<file path="src/design/cqmm_pkg.sv">
// Shared constants, codes, helpers and controller/datapath interface types.
package cqmm_pkg;

  localparam int DEPTH = 8;
  localparam int IDX_W = (DEPTH > 1) ? $clog2(DEPTH) : 1;
  localparam int CNT_W = $clog2(DEPTH + 1);
  localparam int WORD_W = 32;
  localparam int OCC_W = 4;

  localparam logic [1:0] KIND_QUERY = 2'd0;
  localparam logic [1:0] KIND_ENQ   = 2'd1;
  localparam logic [1:0] KIND_DEQ   = 2'd2;

  localparam logic [1:0] ST_OK    = 2'd0;
  localparam logic [1:0] ST_FULL  = 2'd1;
  localparam logic [1:0] ST_EMPTY = 2'd2;

  typedef struct packed {
    logic capture;     // latch the input transfer, read the head slot
    logic op_exec;     // apply enqueue or dequeue
    logic walk_start;  // seed the ring walk at the head slot
    logic walk_step;   // fold one stored entry into front/min/max
    logic out_load;    // move the finished result into the output register
  } cmd_t;

  typedef struct packed {
    logic cnt_zero;    // queue holds no entries
    logic walk_last;   // current walk step consumes the last entry
    logic out_free;    // output register can take a result this cycle
  } stat_t;

  function automatic logic [IDX_W-1:0] next_slot(input logic [IDX_W-1:0] i);
    logic [IDX_W-1:0] r;
    if (i == IDX_W'(DEPTH - 1)) begin
      r = '0;
    end else begin
      r = i + 1'b1;
    end
    return r;
  endfunction

endpackage

</file>
<file path="src/design/cqmm_ctrl.sv">
// Sequencer for the queue operation, ring walk and result handoff.
module cqmm_ctrl (
  input  logic            clk,
  input  logic            rst_n,
  input  logic            in_valid,
  output logic            in_ready,
  input  cqmm_pkg::stat_t stat,
  output cqmm_pkg::cmd_t  cmd
);

  typedef enum logic [2:0] {
    S_IDLE,
    S_OP,
    S_START,
    S_WALK,
    S_FINISH
  } state_t;

  state_t state_r;
  state_t state_nxt;

  always_comb begin
    state_nxt = state_r;
    cmd       = '0;
    in_ready  = 1'b0;
    case (state_r)
      S_IDLE: begin
        in_ready    = 1'b1;
        cmd.capture = in_valid;
        if (in_valid) state_nxt = S_OP;
      end
      S_OP: begin
        cmd.op_exec = 1'b1;
        state_nxt   = S_START;
      end
      S_START: begin
        cmd.walk_start = 1'b1;
        state_nxt      = stat.cnt_zero ? S_FINISH : S_WALK;
      end
      S_WALK: begin
        cmd.walk_step = 1'b1;
        if (stat.walk_last) state_nxt = S_FINISH;
      end
      S_FINISH: begin
        // hold until the output register is free
        cmd.out_load = stat.out_free;
        if (stat.out_free) state_nxt = S_IDLE;
      end
      default: begin
        state_nxt = S_IDLE;
      end
    endcase
  end

  always_ff @(posedge clk) begin
    if (!rst_n) begin
      state_r <= S_IDLE;
    end else begin
      state_r <= state_nxt;
    end
  end

endmodule

</file>
<file path="src/design/cqmm_dp.sv">
// Datapath: entry store, ring pointers, min/max walk and output register.
module cqmm_dp (
  input  logic                               clk,
  input  logic                               rst_n,
  input  cqmm_pkg::cmd_t                     cmd,
  output cqmm_pkg::stat_t                    stat,
  input  logic [1:0]                         in_kind,
  input  logic signed [cqmm_pkg::WORD_W-1:0] in_value_in,
  output logic                               out_valid,
  input  logic                               out_ready,
  output logic [1:0]                         out_status,
  output logic signed [cqmm_pkg::WORD_W-1:0] out_popped_value,
  output logic signed [cqmm_pkg::WORD_W-1:0] out_front_value,
  output logic [cqmm_pkg::OCC_W-1:0]         out_occupancy,
  output logic signed [cqmm_pkg::WORD_W-1:0] out_smallest_value,
  output logic signed [cqmm_pkg::WORD_W-1:0] out_largest_value
);

  logic signed [cqmm_pkg::WORD_W-1:0] mem [cqmm_pkg::DEPTH];
  logic signed [cqmm_pkg::WORD_W-1:0] rd_data_r;
  logic [cqmm_pkg::IDX_W-1:0]         rd_addr;

  logic [1:0]                         kind_r;
  logic signed [cqmm_pkg::WORD_W-1:0] value_r;
  logic [cqmm_pkg::IDX_W-1:0]         head_r, tail_r, walk_ptr_r;
  logic [cqmm_pkg::CNT_W-1:0]         cnt_r, left_r;
  logic                               first_r;
  logic [1:0]                         st_r;
  logic signed [cqmm_pkg::WORD_W-1:0] pop_r, front_r, lo_r, hi_r;
  logic signed [cqmm_pkg::WORD_W-1:0] lo_nxt, hi_nxt;
  logic                               out_valid_r;
  logic [1:0]                         out_status_r;
  logic signed [cqmm_pkg::WORD_W-1:0] out_pop_r, out_front_r, out_lo_r, out_hi_r;
  logic [cqmm_pkg::OCC_W-1:0]         out_occ_r;
  logic                               is_full;

  assign is_full = (cnt_r == cqmm_pkg::CNT_W'(cqmm_pkg::DEPTH));
  assign rd_addr = cmd.walk_step ? walk_ptr_r : head_r;

  assign stat.cnt_zero  = (cnt_r == '0);
  assign stat.walk_last = (left_r == cqmm_pkg::CNT_W'(1));
  assign stat.out_free  = !out_valid_r || out_ready;

  // Entry store: one write port at the tail, one registered read port.
  always_ff @(posedge clk) begin
    rd_data_r <= mem[rd_addr];
    if (cmd.op_exec && kind_r == cqmm_pkg::KIND_ENQ && !is_full) begin
      mem[tail_r] <= value_r;
    end
  end

  always_comb begin
    if (first_r) begin
      lo_nxt = rd_data_r;
      hi_nxt = rd_data_r;
    end else begin
      lo_nxt = (rd_data_r < lo_r) ? rd_data_r : lo_r;
      hi_nxt = (rd_data_r > hi_r) ? rd_data_r : hi_r;
    end
  end

  always_ff @(posedge clk) begin
    if (!rst_n) begin
      head_r      <= '0;
      tail_r      <= '0;
      cnt_r       <= '0;
      out_valid_r <= 1'b0;
    end else begin
      if (cmd.op_exec) begin
        if (kind_r == cqmm_pkg::KIND_ENQ && !is_full) begin
          tail_r <= cqmm_pkg::next_slot(tail_r);
          cnt_r  <= cnt_r + 1'b1;
        end else if (kind_r == cqmm_pkg::KIND_DEQ && cnt_r != '0) begin
          head_r <= cqmm_pkg::next_slot(head_r);
          cnt_r  <= cnt_r - 1'b1;
        end
      end
      if (cmd.out_load) begin
        out_valid_r <= 1'b1;
      end else if (out_ready) begin
        out_valid_r <= 1'b0;
      end
    end
  end

  // Payload registers, no reset.
  always_ff @(posedge clk) begin
    if (cmd.capture) begin
      kind_r  <= in_kind;
      value_r <= in_value_in;
    end
    if (cmd.op_exec) begin
      st_r  <= cqmm_pkg::ST_OK;
      pop_r <= '0;
      if (kind_r == cqmm_pkg::KIND_ENQ && is_full) begin
        st_r <= cqmm_pkg::ST_FULL;
      end else if (kind_r == cqmm_pkg::KIND_DEQ) begin
        if (cnt_r == '0) begin
          st_r <= cqmm_pkg::ST_EMPTY;
        end else begin
          pop_r <= rd_data_r;
        end
      end
    end
    if (cmd.walk_start) begin
      walk_ptr_r <= cqmm_pkg::next_slot(head_r);
      left_r     <= cnt_r;
      first_r    <= 1'b1;
      front_r    <= '0;
      lo_r       <= '0;
      hi_r       <= '0;
    end else if (cmd.walk_step) begin
      walk_ptr_r <= cqmm_pkg::next_slot(walk_ptr_r);
      left_r     <= left_r - 1'b1;
      first_r    <= 1'b0;
      if (first_r) front_r <= rd_data_r;
      lo_r <= lo_nxt;
      hi_r <= hi_nxt;
    end
    if (cmd.out_load) begin
      out_status_r <= st_r;
      out_pop_r    <= pop_r;
      out_front_r  <= front_r;
      out_occ_r    <= cqmm_pkg::OCC_W'(cnt_r);
      out_lo_r     <= lo_r;
      out_hi_r     <= hi_r;
    end
  end

  assign out_valid          = out_valid_r;
  assign out_status         = out_status_r;
  assign out_popped_value   = out_pop_r;
  assign out_front_value    = out_front_r;
  assign out_occupancy      = out_occ_r;
  assign out_smallest_value = out_lo_r;
  assign out_largest_value  = out_hi_r;

  a_cnt_bound: assert property (@(posedge clk) disable iff (!rst_n)
    cnt_r <= cqmm_pkg::CNT_W'(cqmm_pkg::DEPTH))
    else $error("occupancy beyond depth");

  a_ptr_meet: assert property (@(posedge clk) disable iff (!rst_n)
    (cnt_r == '0 || is_full) |-> head_r == tail_r)
    else $error("head and tail disagree with occupancy");

  a_full_hold: assert property (@(posedge clk) disable iff (!rst_n)
    (cmd.op_exec && kind_r == cqmm_pkg::KIND_ENQ && is_full) |=> cnt_r == $past(cnt_r))
    else $error("rejected enqueue changed occupancy");

  a_load_free: assert property (@(posedge clk) disable iff (!rst_n)
    cmd.out_load |-> (!out_valid_r || out_ready))
    else $error("result overwrote a pending transfer");

endmodule

</file>
<file path="src/design/circular_queue_min_max_core.sv">
// Top level of the circular queue with front, occupancy, min and max reporting.
//
//  channel | direction | handshake              | payload
//  --------+-----------+------------------------+-----------------------------------------
//  in_     | input     | in_valid / in_ready    | in_kind, in_value_in
//  out_    | output    | out_valid / out_ready  | out_status, out_popped_value,
//          |           |                        | out_front_value, out_occupancy,
//          |           |                        | out_smallest_value, out_largest_value
//
// An item holds the block until it is done: capture it and read the head slot,
// apply the operation, seed the walk, fold one stored entry per cycle through the single
// read port, and load the output once the output register is free.
// rst_n is synchronous, active low: pointers, count and output valid clear, entries stay unwritten.
// A result waiting on out_ready does not block the next input transfer; only the load step
// of a later item holds while that result is still pending.
module circular_queue_min_max_core (
  input  logic                               clk,
  input  logic                               rst_n,
  input  logic                               in_valid,
  output logic                               in_ready,
  input  logic [1:0]                         in_kind,
  input  logic signed [cqmm_pkg::WORD_W-1:0] in_value_in,
  output logic                               out_valid,
  input  logic                               out_ready,
  output logic [1:0]                         out_status,
  output logic signed [cqmm_pkg::WORD_W-1:0] out_popped_value,
  output logic signed [cqmm_pkg::WORD_W-1:0] out_front_value,
  output logic [cqmm_pkg::OCC_W-1:0]         out_occupancy,
  output logic signed [cqmm_pkg::WORD_W-1:0] out_smallest_value,
  output logic signed [cqmm_pkg::WORD_W-1:0] out_largest_value
);

  // commands flow from the sequencer, status flows back
  cqmm_pkg::cmd_t  cmd;
  cqmm_pkg::stat_t stat;

  cqmm_ctrl u_ctrl (
    .clk      (clk),
    .rst_n    (rst_n),
    .in_valid (in_valid),
    .in_ready (in_ready),
    .stat     (stat),
    .cmd      (cmd)
  );

  // store, pointers, walk accumulators and the output register
  cqmm_dp u_dp (
    .clk                (clk),
    .rst_n              (rst_n),
    .cmd                (cmd),
    .stat               (stat),
    .in_kind            (in_kind),
    .in_value_in        (in_value_in),
    .out_valid          (out_valid),
    .out_ready          (out_ready),
    .out_status         (out_status),
    .out_popped_value   (out_popped_value),
    .out_front_value    (out_front_value),
    .out_occupancy      (out_occupancy),
    .out_smallest_value (out_smallest_value),
    .out_largest_value  (out_largest_value)
  );

endmodule
</file>
<file path="config.mk">
export PLATFORM = sky130hd
export DESIGN_NAME = circular_queue_min_max_core
export DESIGN_NICKNAME = d
export VERILOG_FILES = /design/src/design/cqmm_pkg.sv /design/src/design/cqmm_ctrl.sv /design/src/design/cqmm_dp.sv /design/src/design/circular_queue_min_max_core.sv
export SDC_FILE = /design/constraint.sdc
export NUM_CORES = 1
export LEC_CHECK = 0
export ABC_AREA = 1
export BUFFER_PORTS_ARGS = -buffer_cell sky130_fd_sc_hd__clkbuf_2
export CAP_MARGIN = 25
export CORE_MARGIN = 2
export CORE_UTILIZATION = 30
export CTS_CLUSTER_DIAMETER = 40
export DETAILED_ROUTE_END_ITERATION = 7
export SYNTH_ARGS = -nofsm -noshare
export SYNTH_HDL_FRONTEND = slang
export SYNTH_SLANG_ARGS = --single-unit
</file>
<file path="constraint.sdc">
create_clock -name clk -period 19.9 [get_ports clk]
set_input_delay 3.98 -clock clk [delete_from_list [all_inputs] [get_ports clk]]
set_output_delay 3.98 -clock clk [all_outputs]
set_load 0.005 [all_outputs]
</file>
==> results.toml <==
[drt]
drt-initial-drc-count = 1032
wirelength_um = 54940
drc_errors = 0
dr.pass1.iters = 5
routed-via-count = 14903
routedWlPerCell_um = 16.98
ant_nets = 0
viasPerCell = 4.607

[placement]
hpwl_um = 34020
placedCellCount = 3096
port_buffers = 173
place_congestion = 0.7978

[global_routing]
grt_start_max_net_pins = 101
grt_pass1_wl_um = 83910
grt-ovfl-total = 0
track_usage = 0.1370
grt_pass1_vias = 14542
antenna_found_initial = 3

[run_status]
status = "finished clean"

[floorplan]
die_area_um2 = 79960
core_um2 = 77210
start_util = 0.3020
rows = 102
io-pin-count = 174
die_w_um = 282.8
die_h_um = 282.8

[cts]
clk_latency_ns = 0.61
cts_hold_buffers = 0
path_clk_slew_ns = 0.05
cts_tree = "yes"
clock-root-buffer = "clkbuf_16"
cts_max_level = 3
cts_made_buffers = 74
cts_buffer_depth = 3
clock_sinks = 608
cts_resized = 0
post_cts_buffers = 0

[setup_path]
cp.arrival_ns = 5.89
cpPeakStageDelay_ns = 0.79
crit_chain = "clkbuf_2, nor2_1, nor4_2, buf_4, buf_4"
critPathCaptureType = "register"
crit_required_ns = 20.13
crit_path_top_delay_cell = "buf_4"
critPathKind = "input pin to register"
critPathLaunchType = "input pin"
cp_max_fo = 73
crit_top_cell = "buf_4"

[finish]
fin_cells = 3235
drive_gt1_frac = 0.1600
syn_to_final_growth_pct = 19.64
final_util = 0.3613
fin_nets = 2244

[logic_synthesis]
syn-cell-area_um2 = 23310
ys_seq_elements = 608
syn_avg_cell_area_um2 = 11.94
ys_types = 36
synth_cells = 1952
yosysSeqAreaShare = 0.7217
synth_nets = 2064
yosysWarningCount = 0

[sta]
fin_skew_ns = 0.02674
tightest_slew_ns = 1.029
clock.fmax_mhz = 176.6
fin_hold_ws_ns = 0.4177
slew_viol_final = 0
hold_viol = 0
rsz0062_at_grt = "false"
setup_viol = 0
fin_crit_sh = 0.2845
setup_tns_ns = 0
max-slew-margin-rel = 0.3139
min_period_ns = 5.662

[hold_path]
hp-class = "register to register"

[pwr]
p_per_area_nw_per_um2 = 132.0
ir_drop_v = 0.00006066
p_leak_uw = 0.01061

[run]
drv_cap = 0
sequential cells by signal, summed over array words and instances (netlist names), 3 cells and up:
register                 count
u_dp.out_occupancy           4
u_dp.rd_data_r              32
u_ctrl.state_r               3
u_dp.tail_r                  3
u_dp.head_r                  3
u_dp.value_r                32
u_dp.left_r                  4
u_dp.out_front_value        32
u_dp.out_smallest_value     32
u_dp.out_popped_value       32
u_dp.front_r                32
u_dp.hi_r                   32
u_dp.walk_ptr_r              3
u_dp.pop_r                  32
u_dp.cnt_r                   4
u_dp.lo_r                   32
u_dp.mem                   256
u_dp.out_largest_value      32
worst max-delay path, delay by kind of cell:
family        cells  cell delay (ns)
buf+inv           3             1.55
simple gates      2             0.22
Yosys cell counts:
| master | number | area, µm² |
|---|---|---|
| edfxtp_1 | 465 | 13960 |
| nor2_1 | 389 | 1460 |
| nand2_1 | 180 | 675.7 |
| dfxtp_1 | 143 | 2863 |
| o21ai_0 | 135 | 675.7 |
| inv_1 | 134 | 503.0 |
| nand3_1 | 104 | 520.5 |
| a21oi_1 | 103 | 515.5 |
| ha_1 | 73 | 913.4 |
| clkbuf_1 | 54 | 202.7 |
| a31oi_1 | 33 | 206.5 |
| o22ai_1 | 32 | 200.2 |
| buf_2 | 30 | 150.1 |
| o21ai_1 | 17 | 85.08 |
| nor3_1 | 13 | 65.06 |
| buf_1 | 11 | 41.29 |
| nand4_1 | 5 | 31.28 |
| inv_2 | 4 | 15.01 |
| xnor2_1 | 4 | 35.03 |
| o21a_1 | 3 | 22.52 |
| nand3b_1 | 2 | 15.01 |
| nor4_1 | 2 | 12.51 |
| o211ai_1 | 2 | 15.01 |
| o21bai_1 | 2 | 15.01 |
| a21o_1 | 1 | 7.510 |
| a22oi_1 | 1 | 7.510 |
| a311oi_1 | 1 | 8.760 |
| buf_4 | 1 | 7.510 |
| clkinv_1 | 1 | 3.750 |
| fa_1 | 1 | 20.02 |
| nor3_2 | 1 | 10.01 |
| nor3_4 | 1 | 16.27 |
| nor3b_1 | 1 | 7.510 |
| o211a_1 | 1 | 10.01 |
| o31ai_1 | 1 | 7.510 |
| or2_2 | 1 | 6.260 |
cells in the final DEF, fill, tap and decap left out, drive strengths merged:
master and count:
bufinv 4, o21ai 152, a31oi 33, fa 1
xnor2 4, nand2 180, a22oi 1, nor3b 1
nor3 15, buf 27, clkinv 16, nand3b 2
diode 1, o22ai 32, o21a 3, a21oi 103
a311oi 1, clkinvlp 4, a21o 1, o211a 1
nand4 5, o211ai 2, dfxtp 143, edfxtp 465
or2 1, inv 160, nor2 389, o21bai 2
o31ai 1, nand3 104, nor4 2, clkbuf 266
ha 73
kinds of logic after synthesis:
logic type | Yosys count | share of synthesized area
AOI/OAI and AO/OA | 332 | 0.07620
buffers and inverters | 235 | 0.03960
adders and majority gates | 74 | 0.04003
DFF | 608 | 0.7217
and+or+nand+nor | 699 | 0.1210
xor gates and xnor gates | 4 | 0.001502
final timing paths:
path / slack [ns] / from / endpoint / depth (start not counted)
max: 14.24 / out_ready / u_dp.out_popped_value[12]$_DFFE_PP_ / 5
min: 0.42 / u_dp.pop_r[15]$_SDFFCE_PP0P_ / u_dp.out_popped_value[15]$_DFFE_PP_ / 0
max reg2reg: 16.02 / u_ctrl.state_r[0]$_SDFFE_PN0P_ / u_dp.rd_data_r[0]$_DFF_P_ / 12
min reg2reg: 0.42 / u_dp.pop_r[15]$_SDFFCE_PP0P_ / u_dp.out_popped_value[15]$_DFFE_PP_ / 0
per-layer routing:
layer	global-route usage	vias up	wire length, µm
li1	-	7189	-
met1	0.1818	7239	24920
met2	0.2262	400	26100
met3	0.02445	75	2775
met4	0.04626	0	1145
met5	0	-	0
stage by stage:
stage | worst slack, ns | cell area [µm²] | power (µW)
final | 14.24 | 27890 | 3682
after global routing | 14.06 | 27890 | 3886
after CTS | 14.23 | 27890 | 3725
after detailed placement | 13.58 | 25360 | 2367
after global placement | 13.65 | 25340 | 2338
after floorplan | 2.324 | 23310 | 2138
final cells by class:
type,instances,area (µm²)
Antenna cell,1,2.502
Clock buffer,93,2046
Clock inverter,45,484.2
Fill cell,7387,49320
Inverter,139,521.8
Multi-Input combinational cell,1109,5632
Sequential cell,608,16830
Tap cell,1040,1301
Timing Repair Buffer,200,1081
report_power, final:
| part | total (µW) | switching (µW) | internal (µW) | leakage [µW] |
|---|---|---|---|---|
| logic | 590 | 380 | 210 | 0.00394 |
| clock network | 1350 | 546 | 804 | 0.00124 |
| registers | 1740 | 152 | 1590 | 0.00543 |
| total | 3680 | 1080 | 2600 | 0.0106 |
No activity file was read; power rests on OpenSTA's default activity.
